==> config.mk <==
export PLATFORM = sky130hd
export DESIGN_NAME = dense_shortest_path_engine
export DESIGN_NICKNAME = d
export VERILOG_FILES = /design/src/hdl/dsp_pkg.sv /design/src/hdl/dsp_ram.sv /design/src/hdl/dense_shortest_path_engine.sv
export SDC_FILE = /design/constraint.sdc
export NUM_CORES = 2
export LEC_CHECK = 0
export BUFFER_PORTS_ARGS = -buffer_cell sky130_fd_sc_hd__buf_4
export CAP_MARGIN = 20
export CORE_MARGIN = 2
export CORE_UTILIZATION = 50
export DETAILED_ROUTE_END_ITERATION = 6
export GPL_TIMING_DRIVEN = 1
export PLACE_DENSITY_LB_ADDON = 0.1
export SYNTH_ARGS = -nofsm -noshare
export SYNTH_HDL_FRONTEND = slang
export SYNTH_SLANG_ARGS = --single-unit
==> constraint.sdc <==
create_clock -name clk -period 9.45 [get_ports clk]
set_input_delay 0.4725 -clock clk [delete_from_list [all_inputs] [get_ports clk]]
set_output_delay 0.4725 -clock clk [all_outputs]
set_load 0.01 [all_outputs]
==> src/hdl/dsp_pkg.sv <==
// Package: shared types, constants and helpers for the dense shortest-path engine.
`timescale 1ns / 1ps

package dsp_pkg;

    localparam int NODES_DEF = 8;
    localparam int NODE_FW   = 3;
    localparam int WEIGHT_W  = 16;
    localparam int DIST_W    = 24;
    localparam logic [DIST_W-1:0] DIST_MAX = {DIST_W{1'b1}};

    typedef struct packed {
        logic [NODE_FW-1:0]  from_node;
        logic [NODE_FW-1:0]  to_node;
        logic [WEIGHT_W-1:0] edge_weight;
        logic                last_entry;
    } entry_t;

    typedef struct packed {
        logic [NODE_FW-1:0] node_index;
        logic [DIST_W-1:0]  path_length;
        logic               reachable;
        logic               last_result;
    } result_t;

    typedef enum logic [2:0] {
        ST_IDLE,
        ST_INIT,
        ST_SEL,
        ST_RELAX,
        ST_OUT
    } state_t;

    // a <= b, with an unreachable node counting as infinite
    function automatic logic dist_le(input logic ra, input logic [DIST_W-1:0] da,
                                     input logic rb, input logic [DIST_W-1:0] db);
        logic le;
        if (!rb)
            le = 1'b1;
        else if (!ra)
            le = 1'b0;
        else
            le = (da <= db);
        return le;
    endfunction

endpackage

==> src/hdl/dsp_ram.sv <==
// Generic simple dual-port RAM with registered read data.
`timescale 1ns / 1ps

module dsp_ram #(
    parameter int WIDTH = 16,
    parameter int DEPTH = 64
) (
    input  logic                     clk,
    input  logic                     we,
    input  logic [$clog2(DEPTH)-1:0] waddr,
    input  logic [WIDTH-1:0]         wdata,
    input  logic [$clog2(DEPTH)-1:0] raddr,
    output logic [WIDTH-1:0]         rdata
);

    logic [WIDTH-1:0] mem [DEPTH];

    always_ff @(posedge clk)
    begin
        if (we)
        begin
            mem[waddr] <= wdata;
        end
        rdata <= mem[raddr];
    end

endmodule

==> src/hdl/dense_shortest_path_engine.sv <==
// Top level: single-source shortest paths over a dense adjacency matrix.
`timescale 1ns / 1ps

// Load the adjacency matrix one entry per beat: a beat is taken at a rising edge with start
// high and busy low, and its weight lands in the weight RAM at row from_node, column
// to_node (weight 0 means no edge, out-of-range rows or columns are dropped). Weights persist
// across runs, and every entry a run reads must have been written at some point. The beat
// with last_entry set is stored like any other and then launches a run from node
// source_node (write it through cfg_we/cfg_wdata while busy is low). During a run busy is
// high and no beat is taken. A run starts with a setup state, then NODES-1 passes; each pass
// scans all distances and, when the picked node is reachable, relaxes its row; the scan
// uses one comparator, the relaxation one shared saturating adder and comparator, both
// reading the distance and weight RAMs one word a cycle. NODES results then come out in
// index order, each on result for exactly one cycle with result_valid high; the receiver
// cannot stall them, so it must take every beat. Unreachable nodes report path_length all
// ones and reachable low; distances saturate.

module dense_shortest_path_engine #(
    parameter int NODES = dsp_pkg::NODES_DEF
) (
    input  logic                         clk,
    input  logic                         rst_n,
    input  logic                         start,
    output logic                         busy,
    input  dsp_pkg::entry_t              entry,
    output logic                         result_valid,
    output dsp_pkg::result_t             result,
    input  logic                         cfg_we,
    input  logic [dsp_pkg::NODE_FW-1:0]  cfg_wdata
);

    import dsp_pkg::*;

    // index widths
    localparam int IW = (NODES > 1) ? $clog2(NODES) : 1;
    localparam int CW = $clog2(NODES + 1);
    localparam int PW = (NODES > 2) ? $clog2(NODES - 1) : 1;
    localparam int AW = $clog2(NODES * NODES);
    localparam int XW = IW + NODE_FW;

    // control and datapath registers
    state_t             state_reg,   state_next;
    logic [CW-1:0]      cnt_reg,     cnt_next;
    logic               vld_d_reg,   vld_d_next;
    logic [IW-1:0]      idx_d_reg,   idx_d_next;
    logic [PW-1:0]      pass_reg,    pass_next;
    logic               found_reg,   found_next;
    logic               best_r_reg,  best_r_next;
    logic [DIST_W-1:0]  best_d_reg,  best_d_next;
    logic [IW-1:0]      m_reg,       m_next;
    logic [NODES-1:0]   reach_reg,   reach_next;
    logic [NODES-1:0]   visit_reg,   visit_next;
    logic [NODE_FW-1:0] src_reg;

    // RAM ports
    logic              w_we;
    logic [AW-1:0]     w_waddr;
    logic [AW-1:0]     w_raddr;
    logic [WEIGHT_W-1:0] w_rdata;
    logic              d_we;
    logic [IW-1:0]     d_waddr;
    logic [DIST_W-1:0] d_wdata;
    logic [IW-1:0]     d_raddr;
    logic [DIST_W-1:0] d_rdata;

    // helpers
    logic              accept;
    logic [XW-1:0]     from_ext;
    logic [XW-1:0]     to_ext;
    logic [XW-1:0]     src_ext;
    logic [XW-1:0]     idx_ext;
    logic              src_ok;
    logic              scan_end;
    logic [IW-1:0]     cnt_idx;
    logic              cand_upd;
    logic              sel_found;
    logic              sel_r;
    logic [DIST_W-1:0] sel_d;
    logic [IW-1:0]     sel_m;
    logic [DIST_W:0]   sum_wide;
    logic [DIST_W-1:0] sum_sat;
    logic              relax_upd;
    logic              last_pass;

    assign busy     = (state_reg != ST_IDLE);
    assign accept   = start && !busy;
    assign from_ext = XW'(entry.from_node);
    assign to_ext   = XW'(entry.to_node);
    assign src_ext  = XW'(src_reg);
    assign idx_ext  = XW'(idx_d_reg);
    assign src_ok   = (src_ext < XW'(NODES));
    assign scan_end = (cnt_reg == CW'(NODES));
    assign cnt_idx  = (cnt_reg < CW'(NODES)) ? cnt_reg[IW-1:0] : '0;
    assign last_pass = (pass_reg == PW'(NODES - 2));

    // Matrix load: write the weight RAM on every accepted in-range beat.
    assign w_we    = accept && (from_ext < XW'(NODES)) && (to_ext < XW'(NODES));
    assign w_waddr = AW'(from_ext[IW-1:0]) * AW'(NODES) + AW'(to_ext[IW-1:0]);
    assign w_raddr = AW'(m_reg) * AW'(NODES) + AW'(cnt_idx);
    assign d_raddr = cnt_idx;

    dsp_ram #(
        .WIDTH (WEIGHT_W),
        .DEPTH (NODES * NODES)
    ) u_weight_ram (
        .clk   (clk),
        .we    (w_we),
        .waddr (w_waddr),
        .wdata (entry.edge_weight),
        .raddr (w_raddr),
        .rdata (w_rdata)
    );

    dsp_ram #(
        .WIDTH (DIST_W),
        .DEPTH (NODES)
    ) u_dist_ram (
        .clk   (clk),
        .we    (d_we),
        .waddr (d_waddr),
        .wdata (d_wdata),
        .raddr (d_raddr),
        .rdata (d_rdata)
    );

    // Selection compare on the word read last cycle; fold it into the running best.
    assign cand_upd  = vld_d_reg && !visit_reg[idx_d_reg] &&
                       (!found_reg || dist_le(reach_reg[idx_d_reg], d_rdata,
                                              best_r_reg, best_d_reg));
    assign sel_found = found_reg || cand_upd;
    assign sel_r     = cand_upd ? reach_reg[idx_d_reg] : best_r_reg;
    assign sel_d     = cand_upd ? d_rdata : best_d_reg;
    assign sel_m     = cand_upd ? idx_d_reg : m_reg;

    // Relaxation: shared saturating adder and compare.
    assign sum_wide  = {1'b0, best_d_reg} + (DIST_W + 1)'(w_rdata);
    assign sum_sat   = sum_wide[DIST_W] ? DIST_MAX : sum_wide[DIST_W-1:0];
    assign relax_upd = vld_d_reg && !visit_reg[idx_d_reg] && (w_rdata != '0) &&
                       (!reach_reg[idx_d_reg] || (sum_sat < d_rdata));

    // Results stream straight off the distance RAM read register.
    assign result_valid       = (state_reg == ST_OUT) && vld_d_reg;
    assign result.node_index  = idx_ext[NODE_FW-1:0];
    assign result.path_length = reach_reg[idx_d_reg] ? d_rdata : DIST_MAX;
    assign result.reachable   = reach_reg[idx_d_reg];
    assign result.last_result = (idx_ext == XW'(NODES - 1));

    always_ff @(posedge clk or negedge rst_n)
    begin
        if (!rst_n)
        begin
            state_reg  <= ST_IDLE;
            cnt_reg    <= '0;
            vld_d_reg  <= 1'b0;
            idx_d_reg  <= '0;
            pass_reg   <= '0;
            found_reg  <= 1'b0;
            best_r_reg <= 1'b0;
            best_d_reg <= '0;
            m_reg      <= '0;
            reach_reg  <= '0;
            visit_reg  <= '0;
            src_reg    <= '0;
        end
        else
        begin
            state_reg  <= state_next;
            cnt_reg    <= cnt_next;
            vld_d_reg  <= vld_d_next;
            idx_d_reg  <= idx_d_next;
            pass_reg   <= pass_next;
            found_reg  <= found_next;
            best_r_reg <= best_r_next;
            best_d_reg <= best_d_next;
            m_reg      <= m_next;
            reach_reg  <= reach_next;
            visit_reg  <= visit_next;
            if (cfg_we)
            begin
                src_reg <= cfg_wdata;
            end
        end
    end

    always_comb
    begin
        state_next  = state_reg;
        cnt_next    = cnt_reg;
        vld_d_next  = 1'b0;
        idx_d_next  = idx_d_reg;
        pass_next   = pass_reg;
        found_next  = found_reg;
        best_r_next = best_r_reg;
        best_d_next = best_d_reg;
        m_next      = m_reg;
        reach_next  = reach_reg;
        visit_next  = visit_reg;
        d_we        = 1'b0;
        d_waddr     = idx_d_reg;
        d_wdata     = sum_sat;

        // Scan states issue one RAM read a cycle and look at the previous one.
        if (state_reg == ST_SEL || state_reg == ST_RELAX || state_reg == ST_OUT)
        begin
            vld_d_next = (cnt_reg < CW'(NODES));
            idx_d_next = cnt_idx;
            cnt_next   = scan_end ? '0 : cnt_reg + CW'(1);
        end

        case (state_reg)
            ST_IDLE:
            begin
                if (accept && entry.last_entry)
                begin
                    state_next = ST_INIT;
                end
            end

            ST_INIT:
            begin
                // Clear the marks and seed the source.
                reach_next = '0;
                visit_next = '0;
                if (src_ok)
                begin
                    reach_next[src_ext[IW-1:0]] = 1'b1;
                    d_we    = 1'b1;
                    d_waddr = src_ext[IW-1:0];
                    d_wdata = '0;
                end
                cnt_next   = '0;
                pass_next  = '0;
                found_next = 1'b0;
                state_next = ST_SEL;
            end

            ST_SEL:
            begin
                found_next  = sel_found;
                best_r_next = sel_r;
                best_d_next = sel_d;
                m_next      = sel_m;
                if (scan_end)
                begin
                    found_next = 1'b0;
                    if (!sel_found)
                    begin
                        state_next = ST_OUT;
                    end
                    else
                    begin
                        visit_next[sel_m] = 1'b1;
                        if (sel_r)
                        begin
                            state_next = ST_RELAX;
                        end
                        else if (last_pass)
                        begin
                            state_next = ST_OUT;
                        end
                        else
                        begin
                            pass_next  = pass_reg + PW'(1);
                            state_next = ST_SEL;
                        end
                    end
                end
            end

            ST_RELAX:
            begin
                if (relax_upd)
                begin
                    d_we                  = 1'b1;
                    reach_next[idx_d_reg] = 1'b1;
                end
                if (scan_end)
                begin
                    if (last_pass)
                    begin
                        state_next = ST_OUT;
                    end
                    else
                    begin
                        pass_next  = pass_reg + PW'(1);
                        state_next = ST_SEL;
                    end
                end
            end

            ST_OUT:
            begin
                if (scan_end)
                begin
                    state_next = ST_IDLE;
                end
            end

            default:
            begin
                state_next = ST_IDLE;
            end
        endcase
    end

    // Results only appear while a run holds the block busy.
    a_result_in_run: assert property (@(posedge clk) disable iff (!rst_n)
        result_valid |-> busy)
        else $error("result beat outside a run");

    // A last entry always launches a run.
    a_last_starts: assert property (@(posedge clk) disable iff (!rst_n)
        (accept && entry.last_entry) |=> (state_reg == ST_INIT))
        else $error("last entry did not start a run");

    // The final result closes the stream.
    a_last_closes: assert property (@(posedge clk) disable iff (!rst_n)
        (result_valid && result.last_result) |=> !result_valid)
        else $error("result beat after the final one");

    // Unreachable nodes report the saturated distance.
    a_unreach_max: assert property (@(posedge clk) disable iff (!rst_n)
        (result_valid && !result.reachable) |-> (result.path_length == DIST_MAX))
        else $error("unreachable node with finite distance");

    // Relaxation never touches a visited node.
    a_relax_unvisited: assert property (@(posedge clk) disable iff (!rst_n)
        (state_reg == ST_RELAX && d_we) |-> !visit_reg[idx_d_reg])
        else $error("relaxed a visited node");

endmodule

==> results.sh <==
export IMPL_worstPathMaxFanout=30
export IMPL_synth_edf_count=1216
export IMPL_clk_pin_slew_worst_paths_ps=60
export IMPL_clock_latency_ps=750
export IMPL_ant_nets=0
export IMPL_port_buffers=60
export IMPL_hold_viol=0
export IMPL_slew_headroom=0.2199
export IMPL_worst_pin_slew_ps=1170
export IMPL_netlist_instances=3346
export IMPL_drt_iter0_markers=3912
export IMPL_cts_sinks=1318
export IMPL_cp_required_ps=9800
export IMPL_finalPower_mw=19.02
export IMPL_post_route_period_util=0.6352
export IMPL_cts_root_buf="clkbuf_16"
export IMPL_status="completed"
export IMPL_multi_input_area_um2=13930
export IMPL_p_per_area_nw_per_um2=314.7
export IMPL_place_hpwl_mm=85.73
export IMPL_drv_slew=0
export IMPL_postCtsSetupBuffers=0
export IMPL_grt_max_degree=174
export IMPL_fmax_ghz=0.1666
export IMPL_cts_buffer_depth=3
export IMPL_rsz0062_at_grt="no"
export IMPL_slowest_delay_ps=730
export IMPL_arrival_ps=6350
export IMPL_synthToLayoutAreaGrowth_pct=11.96
export IMPL_critical_path_cell_chain="ha_1 > fa_1 > a211oi_1 > nor3_1 > o211ai_1 > and2_0 > or2_2 > and3_1 > a21oi_1 > ha_1 > a21oi_1 > o221ai_1 > a21oi_1 > nor2_1 > a2111oi_2 > a21oi_2 > buf_4 > a21oi_4"
export IMPL_finalCriticalPeriod_ps=6003
export IMPL_worstSetupEndpointType="flip-flop"
export IMPL_synth_seq_area_share=0.7200
export IMPL_ctsHoldBuffers=7
export IMPL_die_w_um=332.6
export IMPL_core_region_area_um2=107100
export IMPL_synth_seq_cells=1318
export IMPL_fin_setup_tns_ps=0
export IMPL_drc=0
export IMPL_ios=61
export IMPL_power_leakage_nw=19.91
export IMPL_hold_path_class="in -> reg"
export IMPL_fin_skew_ps=27.21
export IMPL_drt_wl_total_mm=144.2
export IMPL_final_common_cell="edfxtp_1"
export IMPL_async_flop_share=0.04704
export IMPL_ys_types=72
export IMPL_ctsResizeCount=0
export IMPL_layout_drive_gt1_share=0.1574
export IMPL_peakVddDrop_mv=0.1946
export IMPL_dpl_cell_area_um2=56080
export IMPL_first_global_vias=30570
export IMPL_num_vias=31250
export IMPL_synth_ff_type="edfxtp_1"
export IMPL_fin_area_um2=60440
export IMPL_place_congestion=0.9103
export IMPL_grt_first_pass_wirelength_mm=209.8
export IMPL_synth_nets=3444
export IMPL_num_fill_cells=8222
export IMPL_fin_ws_ps=3447
export IMPL_cts_tree="yes"
export IMPL_syn_avg_cell_area_um2=16.13
export IMPL_rows=120
export IMPL_yosysWarnings=0
export IMPL_maxCapViolCount=0
export IMPL_startpoint_type="flip-flop"
export IMPL_grt_antenna_before_repair=3
export IMPL_track_usage=0.2595
export IMPL_die_area_um2=110600
export IMPL_top_register="u_weight_ram.mem"
export IMPL_final_cell_mix="1216 x edfxtp_1, 389 x a21oi_1, 284 x o21ai_0"
export IMPL_cp_slowest_cell="a21oi_4"
export IMPL_largest_register_ffs=1024
export IMPL_drtPass1Iterations=5
export IMPL_via_per_inst=6.320
export IMPL_cp_common_cell="a21oi_1"
export IMPL_nets=3527
export IMPL_initial_core_util=0.5043
export IMPL_die_h_um=332.6
export IMPL_reg_top3="u_weight_ram.mem (1024), u_dist_ram.mem (192)"
export IMPL_crit_family="compound AO/OA/AOI/OAI gates"
export IMPL_grt_overflow=0
export IMPL_dp_slack_ps=3591
export IMPL_cts_htree_levels=4
export IMPL_cts_buffers=139
export IMPL_avgRoutedWirePerCell_um=29.16
export IMPL_path_buf_inv=1
export IMPL_setup_viol=0
export IMPL_critPathKind="reg -> reg"
export IMPL_syn_area_um2=53980
export IMPL_register_area_um2=38880
-- per-layer routing --
| metal | vias to the layer above | GRT usage | wire, µm | share of wire |
|---|---|---|---|---|
| li1 | 13600 | - | - | - |
| met1 | 16120 | 0.3874 | 62650 | 0.43 |
| met4 | 0 | 0.06625 | 2963 | 0.021 |
| met3 | 179 | 0.05026 | 12390 | 0.086 |
| met5 | - | 0 | 0 | 0 |
| met2 | 1359 | 0.3943 | 66190 | 0.46 |
-- final cells by class --
class | instances | share of cell area
Antenna cell | 4 | 0.0001656
Clock buffer | 168 | 0.06041
Clock inverter | 82 | 0.01002
Inverter | 68 | 0.004306
Multi-Input combinational cell | 1734 | 0.2305
Sequential cell | 1318 | 0.6433
Tap cell | 1403 | 0.02904
Timing Repair Buffer | 168 | 0.02223
-- synthesized netlist by cell type (4+ instances only) --
master    count  area share
a21o_1        9      0.0013
a22oi_1      66      0.0092
nor3b_1       4     0.00056
nor3_1       12      0.0011
o21ai_0     284       0.026
o31ai_1      24      0.0033
mux2_2        7      0.0015
ha_1         67       0.016
a211oi_1      9      0.0013
nor2b_1      10      0.0012
xor2_1        9      0.0015
and3_1        8     0.00093
clkbuf_1    161       0.011
o22ai_1       8     0.00093
nor2_1      109      0.0076
or3_1         5     0.00058
o32ai_1       4     0.00065
dfxtp_1      40       0.015
and2_1       12      0.0014
mux4_2      169       0.071
a31oi_1       8     0.00093
buf_2        33      0.0031
dfrtp_1      62       0.029
edfxtp_1   1216        0.68
buf_6        12      0.0025
o21a_1        5     0.00070
nor4_1        8     0.00093
nand2b_1      8     0.00093
nand4_1      11      0.0013
o211ai_1      8      0.0011
nand3_1      22      0.0020
a221oi_1    114       0.018
mux2_1        5      0.0010
buf_1        13     0.00090
mux2i_1     160       0.030
buf_4         7     0.00097
inv_1        67      0.0047
nand2_1     116      0.0081
nand3b_1      7     0.00097
a21oi_1     394       0.037
-- power breakdown --
part,total (mW),leakage [nW],switching (mW),internal (mW)
registers,7.50,12.0,0.363,7.13
clock network,5.10,2.08,2.23,2.87
logic,6.42,5.79,4.30,2.12
total,19.0,19.9,6.89,12.1
-- metrics by stage --
| stage | std cells | util | hold slack, ps |
|---|---|---|---|
| 4_1_cts | 4940 | 0.5642 | 242.1 |
| 6_report | 4945 | 0.5646 | 285.3 |
| 2_1_floorplan | 3346 | - | 176.9 |
| 3_3_place_gp | 4682 | 0.5237 | 464.6 |
| 3_5_place_dp | 4683 | 0.5238 | 479.2 |
| 5_1_grt | 4942 | 0.5645 | 315.9 |
-- kinds of logic after synthesis --
group                      Yosys count  share of synthesized area
xor gates and xnor gates            12                   0.001947
DFF                               1318                     0.7200
muxes                              341                     0.1027
AOI/OAI and AO/OA                  965                     0.1060
adders and majority gates           68                    0.01590
and+or+nand+nor                    348                    0.03002
buffers and inverters              294                    0.02346
-- tightest hold or removal path: stages --
cell	delay, ps
buf_4	70
nand2_1	110
nor2_1	120
o21bai_1	80
a21oi_1	120
-- worst paths after layout --
kind,cells past startpoint,from,slack [ps],endpoint
min in group asynchronous,2,rst_n,410,state_reg[1]
worst max register to register,18,best_d_reg[0],3450,u_dist_ram.mem[0][6]
max in group asynchronous,2,rst_n,8340,m_reg[0]
worst min-delay path,5,entry[0],290,state_reg[0]
worst min register to register,2,visit_reg[1],490,visit_reg[1]
worst max-delay path,18,best_d_reg[0],3450,u_dist_ram.mem[0][6]
No activity file was read; power rests on OpenSTA's default activity.
